==> config.mk <==
export PLATFORM = sky130hd
export DESIGN_NAME = piecewise_linear_pixel_map
export DESIGN_NICKNAME = d
export VERILOG_FILES = /design/src/rtl/core/plpm_pkg.sv /design/src/rtl/core/plpm_cfg.sv /design/src/rtl/core/plpm_front.sv /design/src/rtl/core/plpm_div.sv /design/src/rtl/core/plpm_out.sv /design/src/rtl/core/piecewise_linear_pixel_map.sv
export SDC_FILE = /design/constraint.sdc
export NUM_CORES = 1
export LEC_CHECK = 0
export ABC_AREA = 1
export BUFFER_PORTS_ARGS = -buffer_cell sky130_fd_sc_hd__buf_2
export CORE_MARGIN = 2
export CORE_UTILIZATION = 59
export CTS_CLUSTER_DIAMETER = 30
export DETAILED_ROUTE_END_ITERATION = 10
export GPL_ROUTABILITY_DRIVEN = 0
export PLACE_DENSITY = 0.75
export SETUP_SLACK_MARGIN = 0.2
export SYNTH_ARGS = -nofsm -noshare
export SYNTH_HDL_FRONTEND = slang
export SYNTH_HIERARCHICAL = 1
export SYNTH_SLANG_ARGS = --single-unit
export TNS_END_PERCENT = 20
==> constraint.sdc <==
create_clock -name clk -period 12.15 [get_ports clk]
set_clock_uncertainty 0.15 [all_clocks]
set_input_delay 1.215 -clock clk [delete_from_list [all_inputs] [get_ports clk]]
set_output_delay 1.215 -clock clk [all_outputs]
set_load 0.01 [all_outputs]
==> src/rtl/core/plpm_pkg.sv <==
// Shared types, constants and helpers for the piecewise-linear pixel map.
package plpm_pkg;

  localparam int PIX_W      = 8;
  localparam int MAX_POINTS = 4;
  localparam int PT_IDX_W   = $clog2(MAX_POINTS);
  localparam int CFG_DATA_W = 32;
  localparam int CFG_IDX_W  = 3;
  localparam int CFG_ADDR_W = CFG_IDX_W + 2;
  localparam int PROD_W     = 2 * PIX_W;

  localparam int DIV_STEPS_PER_STAGE = 2;
  localparam int DIV_STAGES          = PIX_W / DIV_STEPS_PER_STAGE;

  typedef logic [MAX_POINTS-1:0][PIX_W-1:0] pt_vec_t;

  localparam pt_vec_t IN_PT_RESET  = {8'd255, 8'd192, 8'd128, 8'd0};
  localparam pt_vec_t OUT_PT_RESET = {8'd255, 8'd192, 8'd128, 8'd0};

  localparam logic [CFG_IDX_W-1:0] REG_IN_POINT_0  = 3'd0;
  localparam logic [CFG_IDX_W-1:0] REG_IN_POINT_1  = 3'd1;
  localparam logic [CFG_IDX_W-1:0] REG_IN_POINT_2  = 3'd2;
  localparam logic [CFG_IDX_W-1:0] REG_IN_POINT_3  = 3'd3;
  localparam logic [CFG_IDX_W-1:0] REG_OUT_POINT_0 = 3'd4;
  localparam logic [CFG_IDX_W-1:0] REG_OUT_POINT_1 = 3'd5;
  localparam logic [CFG_IDX_W-1:0] REG_OUT_POINT_2 = 3'd6;
  localparam logic [CFG_IDX_W-1:0] REG_OUT_POINT_3 = 3'd7;

  // selected segment: base output, offset into segment, run and rise
  typedef struct packed {
    logic [PIX_W-1:0]        base;
    logic [PIX_W-1:0]        offs;
    logic [PIX_W-1:0]        run;
    logic signed [PIX_W:0]   rise;
  } plpm_sel_t;

  // divider word: remainder in the upper half, dividend/quotient in the lower
  typedef struct packed {
    logic [PROD_W-1:0] word;
    logic [PIX_W-1:0]  run;
    logic              neg;
    logic [PIX_W-1:0]  base;
  } plpm_div_t;

  // one restoring division step; remainder always stays below run
  function automatic logic [PROD_W-1:0] div_step(input logic [PROD_W-1:0] w,
                                                 input logic [PIX_W-1:0]  run);
    logic [PIX_W:0] t;
    logic [PIX_W:0] d;
    t = {w[PROD_W-1:PIX_W], w[PIX_W-1]};
    d = t - {1'b0, run};
    if (t >= {1'b0, run}) begin
      div_step = {d[PIX_W-1:0], w[PIX_W-2:0], 1'b1};
    end else begin
      div_step = {t[PIX_W-1:0], w[PIX_W-2:0], 1'b0};
    end
  endfunction

endpackage

==> src/rtl/core/plpm_cfg.sv <==
// APB register file holding the breakpoint inputs and outputs.
module plpm_cfg
  import plpm_pkg::*;
(
  input  logic                  clk,
  input  logic                  rst,
  input  logic                  psel,
  input  logic                  penable,
  input  logic                  pwrite,
  input  logic [CFG_ADDR_W-1:0] paddr,
  input  logic [CFG_DATA_W-1:0] pwdata,
  output logic [CFG_DATA_W-1:0] prdata,
  output pt_vec_t               in_pt,
  output pt_vec_t               out_pt
);

  logic [CFG_IDX_W-1:0] idx;
  logic [PIX_W-1:0]     rd_val;
  logic [PIX_W-1:0]     wr_val;
  logic                 wr_en;

  assign idx    = paddr[CFG_ADDR_W-1:2];
  assign wr_val = pwdata[PIX_W-1:0];
  assign wr_en  = psel && penable && pwrite;

  always_ff @(posedge clk) begin
    if (rst) begin
      in_pt  <= IN_PT_RESET;
      out_pt <= OUT_PT_RESET;
    end else if (wr_en) begin
      unique case (idx)
        REG_IN_POINT_0:  in_pt[0]  <= wr_val;
        REG_IN_POINT_1:  in_pt[1]  <= wr_val;
        REG_IN_POINT_2:  in_pt[2]  <= wr_val;
        REG_IN_POINT_3:  in_pt[3]  <= wr_val;
        REG_OUT_POINT_0: out_pt[0] <= wr_val;
        REG_OUT_POINT_1: out_pt[1] <= wr_val;
        REG_OUT_POINT_2: out_pt[2] <= wr_val;
        REG_OUT_POINT_3: out_pt[3] <= wr_val;
        default: ;
      endcase
    end
  end

  always_comb begin
    unique case (idx)
      REG_IN_POINT_0:  rd_val = in_pt[0];
      REG_IN_POINT_1:  rd_val = in_pt[1];
      REG_IN_POINT_2:  rd_val = in_pt[2];
      REG_IN_POINT_3:  rd_val = in_pt[3];
      REG_OUT_POINT_0: rd_val = out_pt[0];
      REG_OUT_POINT_1: rd_val = out_pt[1];
      REG_OUT_POINT_2: rd_val = out_pt[2];
      REG_OUT_POINT_3: rd_val = out_pt[3];
      default:         rd_val = '0;
    endcase
  end

  assign prdata = {{(CFG_DATA_W-PIX_W){1'b0}}, rd_val};

endmodule

==> src/rtl/core/plpm_front.sv <==
// Segment select stage and product stage.
module plpm_front
  import plpm_pkg::*;
#(
  parameter int NUM_POINTS = 4
)(
  input  logic             clk,
  input  logic             rst,
  input  pt_vec_t          in_pt,
  input  pt_vec_t          out_pt,
  input  logic             in_valid,
  output logic             in_ready,
  input  logic [PIX_W-1:0] pixel_in,
  output logic             out_valid,
  input  logic             out_ready,
  output plpm_div_t        out_data
);

  logic      va;
  logic      vb;
  logic      rdy_a;
  logic      rdy_b;
  plpm_sel_t sa;
  plpm_sel_t sel_next;
  plpm_div_t sb_next;
  logic [PIX_W-1:0] x0;
  logic [PIX_W-1:0] x1;
  logic [PIX_W-1:0] abs_rise;
  logic [PIX_W:0]   neg_rise;

  assign rdy_b    = ~vb | out_ready;
  assign rdy_a    = ~va | rdy_b;
  assign in_ready = rdy_a;

  // walk segments from last to first so the first hit wins
  always_comb begin
    sel_next.base = pixel_in;
    sel_next.offs = '0;
    sel_next.run  = PIX_W'(1);
    sel_next.rise = '0;
    x0 = '0;
    x1 = '0;
    for (int k = NUM_POINTS - 1; k >= 1; k--) begin
      x0 = in_pt[PT_IDX_W'(k - 1)];
      x1 = in_pt[PT_IDX_W'(k)];
      if (pixel_in >= x0 && pixel_in <= x1) begin
        sel_next.base = out_pt[PT_IDX_W'(k - 1)];
        if (x1 == x0) begin
          sel_next.offs = '0;
          sel_next.run  = PIX_W'(1);
          sel_next.rise = '0;
        end else begin
          sel_next.offs = pixel_in - x0;
          sel_next.run  = x1 - x0;
          sel_next.rise = $signed({1'b0, out_pt[PT_IDX_W'(k)]})
                        - $signed({1'b0, out_pt[PT_IDX_W'(k - 1)]});
        end
      end
    end
  end

  always_comb begin
    neg_rise      = -sa.rise;
    abs_rise      = sa.rise[PIX_W] ? neg_rise[PIX_W-1:0] : sa.rise[PIX_W-1:0];
    sb_next.word  = {{PIX_W{1'b0}}, sa.offs} * {{PIX_W{1'b0}}, abs_rise};
    sb_next.run   = sa.run;
    sb_next.neg   = sa.rise[PIX_W];
    sb_next.base  = sa.base;
  end

  always_ff @(posedge clk) begin
    if (rst) begin
      va <= 1'b0;
      vb <= 1'b0;
    end else begin
      if (rdy_a) begin
        va <= in_valid;
      end
      if (rdy_b) begin
        vb <= va;
      end
    end
  end

  always_ff @(posedge clk) begin
    if (rdy_a && in_valid) begin
      sa <= sel_next;
    end
    if (rdy_b && va) begin
      out_data <= sb_next;
    end
  end

  assign out_valid = vb;

endmodule

==> src/rtl/core/plpm_div.sv <==
// Pipelined restoring divider, a few quotient bits per stage.
module plpm_div
  import plpm_pkg::*;
(
  input  logic      clk,
  input  logic      rst,
  input  logic      in_valid,
  output logic      in_ready,
  input  plpm_div_t in_data,
  output logic      out_valid,
  input  logic      out_ready,
  output plpm_div_t out_data
);

  logic      sv  [DIV_STAGES];
  plpm_div_t sd  [DIV_STAGES];
  logic      rdy [DIV_STAGES];

  for (genvar i = 0; i < DIV_STAGES; i++) begin : g_stage
    logic      pv;
    plpm_div_t pd;
    plpm_div_t nd;
    logic      nxt_rdy;

    if (i == 0) begin : g_first
      assign pv = in_valid;
      assign pd = in_data;
    end else begin : g_rest
      assign pv = sv[i-1];
      assign pd = sd[i-1];
    end

    if (i == DIV_STAGES - 1) begin : g_last
      assign nxt_rdy = out_ready;
    end else begin : g_mid
      assign nxt_rdy = rdy[i+1];
    end

    assign rdy[i] = ~sv[i] | nxt_rdy;

    always_comb begin
      nd = pd;
      for (int s = 0; s < DIV_STEPS_PER_STAGE; s++) begin
        nd.word = div_step(nd.word, pd.run);
      end
    end

    always_ff @(posedge clk) begin
      if (rst) begin
        sv[i] <= 1'b0;
      end else if (rdy[i]) begin
        sv[i] <= pv;
      end
    end

    always_ff @(posedge clk) begin
      if (rdy[i] && pv) begin
        sd[i] <= nd;
      end
    end
  end

  assign in_ready  = rdy[0];
  assign out_valid = sv[DIV_STAGES-1];
  assign out_data  = sd[DIV_STAGES-1];

endmodule

==> src/rtl/core/plpm_out.sv <==
// Sign fix, offset add and output register.
module plpm_out
  import plpm_pkg::*;
(
  input  logic             clk,
  input  logic             rst,
  input  logic             in_valid,
  output logic             in_ready,
  input  plpm_div_t        in_data,
  output logic             out_valid,
  input  logic             out_ready,
  output logic [PIX_W-1:0] pixel_out
);

  logic             rdy;
  logic [PIX_W-1:0] quo;
  logic [PIX_W-1:0] res;

  assign rdy      = ~out_valid | out_ready;
  assign in_ready = rdy;
  assign quo      = in_data.word[PIX_W-1:0];
  assign res      = in_data.neg ? (in_data.base - quo) : (in_data.base + quo);

  always_ff @(posedge clk) begin
    if (rst) begin
      out_valid <= 1'b0;
    end else if (rdy) begin
      out_valid <= in_valid;
    end
  end

  always_ff @(posedge clk) begin
    if (rdy && in_valid) begin
      pixel_out <= res;
    end
  end

endmodule

==> src/rtl/core/piecewise_linear_pixel_map.sv <==
// Top level of the piecewise-linear pixel map.
//
//   channel   direction  handshake                    payload
//   pixel in  in         in_valid / in_ready          pixel_in[7:0]
//   pixel out out        out_valid / out_ready        pixel_out[7:0]
//   config    in/out     psel, penable, pwrite, pready paddr[4:0], pwdata, prdata
//
// Seven register stages: segment select, product, four divider stages of two
// quotient bits each, output add. One transfer per cycle unless the output
// stalls. Each stage holds its item until the next stage is free; empty
// stages fill while the output waits. Synchronous reset clears all valid
// bits and sets the breakpoints to 0/128/192/255.
module piecewise_linear_pixel_map
  import plpm_pkg::*;
#(
  parameter int NUM_POINTS = 4
)(
  input  logic                  clk,
  input  logic                  rst,
  input  logic                  psel,
  input  logic                  penable,
  input  logic                  pwrite,
  input  logic [CFG_ADDR_W-1:0] paddr,
  input  logic [CFG_DATA_W-1:0] pwdata,
  output logic [CFG_DATA_W-1:0] prdata,
  output logic                  pready,
  input  logic                  in_valid,
  output logic                  in_ready,
  input  logic [PIX_W-1:0]      pixel_in,
  output logic                  out_valid,
  input  logic                  out_ready,
  output logic [PIX_W-1:0]      pixel_out
);

  pt_vec_t   in_pt;
  pt_vec_t   out_pt;
  logic      f_valid;
  logic      f_ready;
  plpm_div_t f_data;
  logic      d_valid;
  logic      d_ready;
  plpm_div_t d_data;

  assign pready = 1'b1;

  plpm_cfg u_cfg (
    .clk     (clk),
    .rst     (rst),
    .psel    (psel),
    .penable (penable),
    .pwrite  (pwrite),
    .paddr   (paddr),
    .pwdata  (pwdata),
    .prdata  (prdata),
    .in_pt   (in_pt),
    .out_pt  (out_pt)
  );

  plpm_front #(
    .NUM_POINTS (NUM_POINTS)
  ) u_front (
    .clk       (clk),
    .rst       (rst),
    .in_pt     (in_pt),
    .out_pt    (out_pt),
    .in_valid  (in_valid),
    .in_ready  (in_ready),
    .pixel_in  (pixel_in),
    .out_valid (f_valid),
    .out_ready (f_ready),
    .out_data  (f_data)
  );

  plpm_div u_div (
    .clk       (clk),
    .rst       (rst),
    .in_valid  (f_valid),
    .in_ready  (f_ready),
    .in_data   (f_data),
    .out_valid (d_valid),
    .out_ready (d_ready),
    .out_data  (d_data)
  );

  plpm_out u_out (
    .clk       (clk),
    .rst       (rst),
    .in_valid  (d_valid),
    .in_ready  (d_ready),
    .in_data   (d_data),
    .out_valid (out_valid),
    .out_ready (out_ready),
    .pixel_out (pixel_out)
  );

endmodule

=== Yosys cells after proc, flatten, opt, wreduce, memory -nomap -nowiden ===
Memories as Yosys holds them, arrays and structs flattened.
Cells that the tools add are included.

* Register bits after elaboration: 141
* Latch bits: 0
* RAM bits: 136
* Memory bits (read-only): 0
* Input bits: 52
* Output and inout bits: 43
* Logic and storage cells: 133
* Memories: 2

* $add $sub $neg: 14
* Multipliers: 1
* Divide/modulo/power cells: 0
* Order comparisons: 10
* Equal/unequal tests: 8
* Shift operators: 0
* Mux-type cells: 39
* Bitwise gates (word level): 19
* Reductions and logical operators: 20

{| class="wikitable"
|+ Memory list
! name !! depth !! width !! read ports !! clocked after Yosys merged registers in !! write ports !! line !! source
|-
| u_div.sd || 4 || 33 || 4 || 0 || 4 || plpm_div.sv:16 || <nowiki>plpm_div_t sd [DIV_STAGES];</nowiki>
|-
| u_div.sv || 4 || 1 || 4 || 0 || 4 || plpm_div.sv:15 || <nowiki>logic sv [DIV_STAGES];</nowiki>
|}

{| class="wikitable"
|+ Operators by type and width
! cell !! count
|-
| two-way mux 16 bit || 8
|-
| subtractor 8 bit || 11
|-
| >= comparator 9 x 8 -> 1 bit || 8
|-
| one-hot mux 8 bit (8 select lines) || 1
|-
| two-way mux 33 bit || 1
|-
| two-way mux 1 bit || 26
|-
| two-way mux 25 bit || 1
|-
| multiplier 8 x 8 -> 16 bit || 1
|-
| two-way mux 8 bit || 2
|-
| AND reduction 2 bit || 8
|-
| equality test 3 bit, second input constant || 4
|-
| bitwise OR 1 bit || 11
|-
| logical AND 1 bit || 10
|-
| subtractor 8 x 8 -> 9 bit || 1
|-
| adder 8 bit || 1
|-
| equality test 8 bit || 1
|-
| >= comparator 8 bit || 1
|-
| <= comparator 8 bit || 1
|-
| negator 8 bit || 1
|-
| NOT 1 bit || 8
|-
| equality test 3 x 2 -> 1 bit, second input constant || 2
|-
| equality test 3 x 1 -> 1 bit, second input constant || 1
|-
| zero test 3 bit || 1
|-
| OR reduction 2 bit || 1
|}

=== Logic depth before layout (Yosys ltp) ===
Gate-level depths: netlist of the first run.

* Depth after elaboration: 10
* Depth in mapped cells: 27
* Mapped depth without buffers: 26

=== Hierarchy ===
Netlist of the first run, hierarchy kept.

{| class="wikitable"
|+ By module, submodules not included
! module !! times used !! cells an instance !! area an instance (um^2) !! seq. area each (um^2)
|-
| plpm_div || 1 || 872 || 8326.7 || 4083.9
|-
| plpm_front || 1 || 707 || 5990.7 || 2021.9
|-
| plpm_cfg || 1 || 458 || 3209.3 || 1281.2
|-
| plpm_out || 1 || 108 || 803.3 || 260.2
|-
| piecewise_linear_pixel_map || 1 || 2 || 11.3 || 0.0
|}

=== Worst setup path before layout of the first run ===
OpenSTA, ideal clock, no wires.

* Kind: reg-to-reg
* Start: register u_front/sa[0] (netlist bit)
* End: register u_front/out_data[32] (netlist bit) (data pin)
* Library setup time: 252 ps
* Arrival time: 4303 ps
* Data required time: 11748 ps
* Slack: 7444 ps
* Stages on the path, launching flop included: 25
* Buffers on the path: 1
* Period minus slack after synthesis: 4706 ps
* Cells stage by stage: edfxtp_1 > buf_6 > inv_2 > ha_1 > nand3_1 > nand2_1 > nand3_1 > nand2_1 > inv_1 > nor2_1 > fa_1 > fa_1 > fa_1 > inv_1 > fa_1 > inv_1 > ha_1 > a21oi_1 > nor2_1 > nor2_1 > nand2_1 > nand2_1 > nand2_1 > nand2_1 > nand2_1

{| class="wikitable"
|+ RTL lines
! element !! line !! source
|-
| start: declaration || plpm_front.sv:23 || <nowiki>plpm_sel_t sa;</nowiki>
|-
| start signal: assignment || plpm_front.sv:87 || <nowiki>sa <= sel_next;</nowiki>
|-
| end signal: assignment || plpm_front.sv:90 || <nowiki>out_data <= sb_next;</nowiki>
|-
| end: declaration || plpm_front.sv:16 || <nowiki>output plpm_div_t out_data</nowiki>
|}

==> results by group, run 1 <==
Outcome
  – Status: completed

STA
  – Setup violators final: 0
  – RSZ-0062 raised after global routing: no
  – Final Max Tran Viols: 0
  – Final setup TNS: 0 ns
  – Crit path time final: approximately 5.3 ns
  – Worst Tran Pin Value: 1.25 ns
  – Crit share post-route: 43.9%
  – Endpoints failing hold: 0
  – Relative slew slack: between 10% and 20%
  – Fmax: 188 MHz

Power
  – Worst vdd ir: 108 uV
  – Total Power: 3440 uW
  – Leak: 0.00959 uW
  – Pwr/cell area: about 170 mW/mm^2

Routing
  – DR top layer: met4
  – WL final: between 30 and 40 mm
  – Met3 WL: 2.49 mm
  – Final ANT Viol Nets: 0
  – Wire per inst: 15.0 um
  – Met1 wire length: 16.3 mm
  – Met2 wire length: 19.3 mm
  – Vias per cell: approximately 5.4
  – Via Count: 13,900
  – Drt first pass iters: 6
  – Starting DRT DRC Count: 996
  – DRC violations left: 0

Worst hold path
  – Worst hold path type: reg -> reg
  – Hold Crit Start: u_front/out_data[22]

Synth
  – Cells after Synth: 2,086
  – Synth warn: 6
  – Mean Syn Cell Area: around 8.4 um^2
  – Post-Syn Area: 0.0176 mm^2

Setup path
  – CP Launch Type: flip-flop
  – Crit path required time: 12.28 ns
  – Critical Path Fanout Max: 9
  – R2R Path Start: u_front/sa[0]
  – Register-to-register setup slack: ~7 ns
  – Worst setup EP type: flip-flop
  – Worst endpoint data arrival time: 5.46 ns
  – CP endpoint: u_front/out_data[32]
  – Setup CP Type: reg -> reg
  – Worst Setup SP: u_front/sa[0]
  – FF-to-FF path depth: 22
  – FF-to-FF End: u_front/out_data[32]

CTS
  – CTS hold repair buffers: 0
  – CTS tree: built
  – Sink Count: roughly 260
  – Cts repair resizes: 0
  – Clock root buffer: clkbuf_16
  – Postcts setup bufs: 0
  – CTS H-tree lvls: 2
  – Clock transition at path regs: 0.04 ns
  – CTS Buf Count: 56
  – Worst-case clock buffer depth: 3
  – Worst-Skew Late Latency: just under 0.6 ns

Die
  – Chip width: 177 um
  – Num rows: 63
  – DIE HEIGHT: around 180 um
  – Core area: 0.0296 mm^2
  – Die footprint: 0.0313 mm^2
  – IO Pins: 95
  – Initial Util: 59.6%

Global route
  – Antenna violations before repair: 0
  – Pin count of the biggest net entering global routing: 65
  – First-pass GRT wire length: between 60 and 70 mm
  – GRT Overall Usage: about a quarter
  – Total gr overflow: 0
  – Vias in the first global route: 13,800

Final layout
  – Area added between synthesis and finish: 13.8%
  – Fin nets: 2,391
  – Ant. Diodes: 0
  – Layout cells sized above 1: 11.3%

Placed design
  – Post-DP HPWL: around 28 mm
  – Port bufs: 43

Job
  – Max-cap violations: 0
## layer usage
layer / vias up / track usage [%]
met5: - / 0
met4: 0 / 8.26
met3: 68 / 3.82
met2: 457 / 45.6
met1: 6501 / 32.4
li1: 6919 / -
## power breakdown
group          switching [uW]  internal, uW  total [uW]
Clock                     516          1020        1540
Combinational             534           306         840
Sequential               25.3          1040        1060
## critical path, stage by stage (launching register included)
cell	delay (ns)
edfxtp_1	0.56
inv_2	0.09
ha_1	0.23
nand3_1	0.12
nand2_1	0.11
nand2_1	0.09
nand2_1	0.07
inv_1	0.20
nor2_1	0.10
fa_1	0.46
fa_1	0.54
inv_1	0.05
fa_1	0.47
fa_1	0.55
inv_1	0.04
ha_1	0.36
nand2_1	0.07
o21ai_0	0.41
nand2_1	0.10
nand2_1	0.12
nand2_1	0.07
nand3b_1	0.08
nand2_1	0.05
## area by class of cell
cell class                      instances  area, um^2
Sequential cell                       261        7170
Inverter                              332        1250
Fill cell                            2224        9510
Tap cell                              390         488
Clock buffer                           63        1460
Clock inverter                         43         526
Multi-Input combinational cell       1453        8910
Timing Repair Buffer                   48         253
## flip-flops by register name, indices dropped and copies added, names as in the netlist, 4 cells and up
name / count
u_cfg/in_pt: 32
u_cfg/out_pt: 32
u_div/sd: 116
u_div/sv: 4
u_front/out_data: 33
u_front/sa: 33
u_out/pixel_out: 8
## how the worst min path moves through the flow
stage,endpoint,cells past startpoint
6_report,u_div/sd[0][24],0
3_5_place_dp,u_div/sd[1][23],0
5_1_grt,u_div/sd[0][24],0
2_1_floorplan,u_div/sd[0][0],0
3_3_place_gp,u_front/out_data[0],0
4_1_cts,u_front/out_data[11],0
## stage by stage
| step | instances | util, % | hold WS [ns] | instance area, um^2 | setup slack, ns |
|---|---|---|---|---|---|
| after floorplan | 2109 | - | 0.250 | 17700 | 7.44 |
| after global placement | 2484 | 61.1 | 0.251 | 18100 | 7.00 |
| after detailed placement | 2484 | 61.1 | 0.255 | 18100 | 6.88 |
| after CTS | 2590 | 67.8 | 0.239 | 20000 | 6.85 |
| after global routing | 2590 | 67.8 | 0.238 | 20000 | 6.47 |
| final | 2590 | 67.8 | 0.233 | 20000 | 6.82 |
## cell usage in the layout, fill, tap and decap left out, drive strengths merged
cell        n
or2         2
a21boi      1
nand3b     10
a41oi       2
edfxtp    194
a31oi       6
nand2     535
buf        48
nand3     154
o21bai      3
nor2      235
dfxtp      67
nor3       31
o21ai      64
bufinv      7
o21a        6
xnor2      18
inv       334
clkinvlp   11
fa         47
a21o        7
o211ai      4
nand4      71
clkinv     23
conb       25
a21oi      55
xor2       37
clkbuf     63
ha        140
Note: power is estimated with default switching activity, not from simulation.
==> run 2: changes to the inputs <==
- ABC_AREA: 1 -> 0
- CORE_UTILIZATION: 59 -> 57
- PLACE_DENSITY: 0.75 -> 0.76
- clock period: 12.15 -> 4.65 ns (I/O delays scaled with it)
==> results by group, run 2 <==
CTS
  – Clock transition at path regs: 0.06 ns
  – CTS Buf Count: 53
  – CTS tree: built
  – Sink Count: 261
  – Worst-case clock buffer depth: 3
  – CTS H-tree lvls: 2
  – Clock root buffer: clkbuf_16
  – Worst-Skew Late Latency: 0.57 ns

Synth
  – Mean Syn Cell Area: 10.9 um^2
  – Cells after Synth: 1,550
  – Post-Syn Area: 0.0168 mm^2
  – Synth warn: 6

Global route
  – GRT Overall Usage: 24.9%
  – Pin count of the biggest net entering global routing: a little under 60
  – Total gr overflow: 0
  – Vias in the first global route: 12,700
  – First-pass GRT wire length: 62.6 mm
  – Met3 usage: 4.20%
  – Met1 Use GR: 31.2%
  – Antenna violations before repair: 0
  – GR peak layer: met2
  – Met2 usage: 43.3%

Die
  – Initial Util: between 50% and 60%
  – Core area: about 0.029 mm^2
  – Num rows: 62
  – DIE HEIGHT: approximately 180 um
  – Die footprint: 0.0309 mm^2
  – IO Pins: 95
  – Chip width: approximately 180 um

Final layout
  – Most flop-heavy register: u_div/sd
  – Ant. Diodes: 0
  – Final Util: a little over two thirds
  – Most frequent cells in the layout: edfxtp_1 (194), inv_1 (156), ha_1 (124), nor2_1 (98), buf_4 (72)
  – Area added between synthesis and finish: 20.2%
  – Commonest non-fill, non-tap cell in the layout: edfxtp_1
  – Layout cells sized above 1: 20.9%
  – Design area: 0.0202 mm^2
  – Largest regs: u_div/sd: 116 flops, u_front/out_data: 33 flops, u_front/sa: 33 flops
  – Fin nets: between 1,500 and 2,000
  – Max reg flops: 116
  – Fillers: 1,946

Placed design
  – Port bufs: 43
  – Post-DP HPWL: 26.6 mm
  – DP Area: 0.0178 mm^2

Routing
  – Starting DRT DRC Count: 876
  – DRC violations left: 0
  – WL final: 38.1 mm
  – Wire per inst: 18.0 um
  – Drt first pass iters: 6
  – Vias per cell: about 5.7
  – Via Count: around 12,000
  – Final ANT Viol Nets: 0

STA
  – Endpoints failing hold: 0
  – Final worst slack: -0.356 ns
  – Worst Tran Pin Value: 1.06 ns
  – Relative slew slack: 29.4%
  – Crit path time final: 5.01 ns
  – Final Max Tran Viols: 0
  – Final setup TNS: -1.92 ns
  – Crit share post-route: 108%
  – RSZ-0062 raised after global routing: yes
  – Setup violators final: 7
  – Fmax: 200 MHz

Setup path
  – Crit path required time: 4.78 ns
  – Worst setup EP type: flip-flop
  – Worst endpoint data arrival time: 5.13 ns
  – CP Launch Type: flip-flop
  – Setup CP Type: reg -> reg
  – Critical Path Fanout Max: 7

Power
  – Pwr/cell area: 461 mW/mm^2
  – Leak: 0.00836 uW
  – Worst vdd ir: 353 uV

Outcome
  – Status: complete, but fails checks
  – Failing checks: negative setup slack

Worst hold path
  – Worst hold path type: in -> reg

Job
  – Max-cap violations: 0
[run 2: final timing paths]
check,startpoint,slack (ns),cells after the start,endpoint
max,u_front/sa[0],-0.36,19,u_front/out_data[32]
min,pwdata[5],0.05,3,u_cfg/out_pt[29]
max reg2reg,u_front/sa[0],-0.36,19,u_front/out_data[32]
min reg2reg,u_front/out_data[22],0.23,0,u_div/sd[0][24]
[run 2: report_power, final]
| part | switching [uW] | internal [uW] |
|---|---|---|
| clock | 1330 | 2440 |
| sequential | 69.5 | 2700 |
| combinational | 1400 | 1380 |
[run 2: metrics by stage]
stage	setup slack [ns]	power, uW	hold slack, ns	std cells
final	-0.356	9330	0.0520	2123
after global routing	-0.553	9780	0.0545	2123
after CTS	-0.305	9130	0.0372	2120
after detailed placement	-0.571	5190	0.255	2007
after global placement	-0.423	5110	0.251	2007
after floorplan	-0.296	4560	0.250	1573
[run 2: metal layers]
layer,vias up,part of all wire (%)
li1,5794,-
met1,5840,41
met2,417,50
met3,110,5.6
met4,0,3.4
met5,-,0
[run 2: critical path, cell delays in order, from the launching register on]
cell and delay (ns):
edfxtp_1 0.46, buf_6 0.16, o31ai_4 0.25, xor2_2 0.19
buf_6 0.15, nand2b_4 0.13, fa_1 0.45, fa_1 0.54
inv_2 0.04, fa_1 0.48, inv_1 0.05, fa_1 0.50
inv_2 0.05, ha_4 0.15, or3_4 0.36, buf_4 0.14
o2111ai_2 0.18, nand3_1 0.11, o211ai_1 0.11, xnor2_1 0.08
[run 2: area by class of cell]
cell class | instances | area, um^2 | area share [%]
Clock buffer | 58 | 1370 | 6.75
Clock inverter | 42 | 472 | 2.33
Inverter | 168 | 631 | 3.12
Multi-Input combinational cell | 1086 | 9270 | 45.8
Sequential cell | 261 | 7170 | 35.4
Tap cell | 384 | 480 | 2.37
Timing Repair Buffer | 124 | 856 | 4.23
[run 2: what timing repair did]
action | in CTS | in global routing
gates resized for setup | 45 | 53
pin swaps | 32 | 21
hold buffers | 1 | 0
endpoints found under the hold margin | 1 | 0
setup buffers | 12 | 3
endpoints found under the setup margin | 30 | 34
==> run 3: changes to the inputs <==
- CORE_UTILIZATION: 57 -> 56
- HOLD_SLACK_MARGIN: default -> 0.08
- PLACE_DENSITY: 0.76 -> 0.75
- SYNTH_HIERARCHICAL: 1 -> default
==> results by group, run 3 <==
Setup path
  – Worst setup EP type: flip-flop
  – Critical Path Fanout Max: 3
  – Crit-path cells: or3_4, nand2_2, xor2_4, buf_4, nand2b_1, fa_1, fa_1, inv_1, fa_1, inv_1, fa_1, inv_2, ha_4, o21a_1, o31a_1, o211ai_1, a21oi_2, a2111oi_4, buf_4, xnor2_1
  – Crit path required time: 4.77 ns
  – Worst endpoint data arrival time: 5.32 ns
  – CP max stage cell: fa_1
  – Setup CP Type: reg -> reg
  – Cell mode on critical path: fa_1
  – CP max stage delay: 0.50 ns
  – CP Launch Type: flip-flop

Final layout
  – Layout cells sized above 1: 17.7%
  – Largest regs: u_div.sd: 116 flops, u_front.out_data: 33 flops, u_front.sa: 33 flops
  – Max reg flops: 116
  – Most flop-heavy register: u_div.sd
  – Ant. Diodes: 0
  – Most frequent cells in the layout: edfxtp_1 (194), inv_1 (152), ha_1 (131), nor2_1 (119), nand2_1 (83)
  – Commonest non-fill, non-tap cell in the layout: edfxtp_1
  – Fin nets: between 1,500 and 2,000
  – Non-filler cells, final: about 2,100
  – Area added between synthesis and finish: 19.1%
  – Final Util: between 60% and 70%

STA
  – Crit path time final: between 5 and 6 ns
  – Final setup TNS: -2.60 ns
  – Worst Tran Pin Value: around 1.2 ns
  – Relative slew slack: 17.6%
  – Final worst slack: -0.544 ns
  – RSZ-0062 raised after global routing: yes
  – Fmax: 193 MHz
  – Endpoints failing hold: 0
  – Setup violators final: 8
  – Crit share post-route: 112%
  – Final Max Tran Viols: 0

Global route
  – Vias in the first global route: 11,700
  – Total gr overflow: 0
  – Pin count of the biggest net entering global routing: 50
  – GRT Overall Usage: approximately a quarter
  – First-pass GRT wire length: 57.5 mm
  – Antenna violations before repair: 0

Power
  – Worst vdd ir: approximately 330 uV
  – Internal power: about 6500 uW
  – Sw Share: 28.8%
  – Leak: 0.00781 uW
  – Psw: 2650 uW
  – Clk network pwr share: 40.6%
  – Pwr/cell area: 476 mW/mm^2
  – Sequential power share: 30.4%
  – Combinational share of power: 29.0%
  – Total Power: 9170 uW

Routing
  – Via Count: 11,400
  – DRC violations left: 0
  – Drt first pass iters: 5
  – Vias per cell: around 5.6
  – Final ANT Viol Nets: 0
  – Starting DRT DRC Count: 762
  – WL final: around 35 mm
  – Wire per inst: 17.2 um

Synth
  – Mean Syn Cell Area: 10.7 um^2
  – Synth warn: 0
  – #FFs+latches synth: ~260
  – FFs w/ async S/R, synth: 0%
  – Count leader, synth: edfxtp_1
  – Sequential fraction of the synthesis area: between 40% and 50%
  – Top post-synthesis cells by count: edfxtp_1 (194), inv_1 (160), ha_1 (140)
  – Yosys cell types: 66
  – Post-Syn Area: roughly 0.016 mm^2
  – Leading area contributor after synthesis: edfxtp_1
  – Synth Flop Type: edfxtp_1
  – Top-area cell type share of the netlist area: 36.0%
  – Cells after Synth: 1,516
  – Post-synth EDFFs: 194
  – Synth top area cells: edfxtp_1 (36%), ha_1 (11%), dfxtp_1 (8.3%)

CTS
  – Clock transition at path regs: 0.05 ns
  – Worst-Skew Late Latency: 0.55 ns
  – CTS Buf Count: 48
  – CTS H-tree lvls: 2
  – Sink Count: 261
  – Clock root buffer: clkbuf_16
  – CTS tree: built
  – Worst-case clock buffer depth: 3

Placed design
  – Port bufs: 43
  – Post-DP HPWL: 25.2 mm
  – Placed cells: 1,963
  – Pre-CTS setup slack: -0.724 ns

Die
  – Num rows: 62
  – Die footprint: 0.0303 mm^2
  – IO Pins: 95
  – DIE HEIGHT: approximately 170 um
  – Chip width: between 150 and 200 um
  – Initial Util: 56.7%
  – Core area: 0.0285 mm^2

Outcome
  – Failing checks: negative setup slack
  – Status: complete, but fails checks

Worst hold path
  – Worst hold path type: in -> reg

Job
  – Max-cap violations: 0
-- run 3: repair_timing --
item,4_1_cts,5_1_grt
endpoints found under the hold margin,1,0
cloned,0,0
pin swaps,24,16
hold buffers,1,0
gates resized for setup,14,40
buffers inserted,4,2
endpoints found under the setup margin,23,34
-- run 3: final timing paths --
kind | startpoint | endpoint | slack, ns | depth (start not counted)
setup / recovery | u_front.sa[0] | u_front.out_data[30] | -0.54 | 20
hold reg to reg | u_front.out_data[20] | u_div.sd[0][22] | 0.26 | 0
setup reg to reg | u_front.sa[0] | u_front.out_data[30] | -0.54 | 20
hold / removal | pwdata[0] | u_cfg.in_pt[16] | 0.10 | 3
-- run 3: critical path, delay by kind of cell, from the launching register on --
| kind | cells | cell delay (ns) |
|---|---|---|
| AOI/OAI and AO/OA | 5 | 0.87 |
| xor gates and xnor gates | 2 | 0.24 |
| adders and majority gates | 5 | 2.11 |
| buffers and inverters | 5 | 0.47 |
| DFF | 1 | 0.41 |
| and+or+nand+nor | 3 | 0.69 |
-- run 3: kinds of logic (layout without fill, tap and decap cells) --
family                     after synthesis  after routing  synth area share, %
and+or+nand+nor                        404            404                 12.3
AOI/OAI and AO/OA                      279            279                 11.3
DFF                                    261            261                 44.3
buffers and inverters                  223            359                 5.81
adders and majority gates              187            187                 16.6
muxes                                   84             84                 5.51
xor gates and xnor gates                76             76                 4.11
other                                    2             25               0.0464
-- run 3: power by group through the flow --
stage | Combinational (uW) | Sequential, uW | Clock, uW
global placement | 2370 | 2820 | 0
global route | 2950 | 2800 | 3870
floorplan | 1840 | 2810 | 0
CTS | 2550 | 2790 | 3760
finish | 2660 | 2790 | 3720
detailed placement | 2460 | 2830 | 0
-- run 3: final cells by class --
| class | count | area, um^2 |
|---|---|---|
| fill | 2037 | 9280 |
| sequential | 261 | 7170 |
| multi-input combinational | 1055 | 8530 |
| tap | 384 | 480 |
| timing repair buffer | 110 | 724 |
| inverter | 160 | 601 |
| clock buffer | 54 | 1250 |
| clock inverter | 35 | 505 |
-- run 3: per-layer routing --
layer  share of wire, %  GRT usage, %  wire length [um]  vias to the layer above
met5                  0             0                 0                        -
met4                3.0          9.03              1070                        0
met3                4.7          3.59              1680                       81
met2                 51          41.8             18000                      310
met1                 42          28.5             14700                     5527
li1                   -             -                 -                     5516
-- run 3: per-stage QoR --
| step | instance area (um^2) | hold slack, ns |
|---|---|---|
| 5_1_grt | 19300 | 0.108 |
| 3_5_place_dp | 17200 | 0.255 |
| 2_1_floorplan | 16400 | 0.250 |
| 3_3_place_gp | 17200 | 0.252 |
| 4_1_cts | 19100 | 0.0871 |
| 6_report | 19300 | 0.100 |
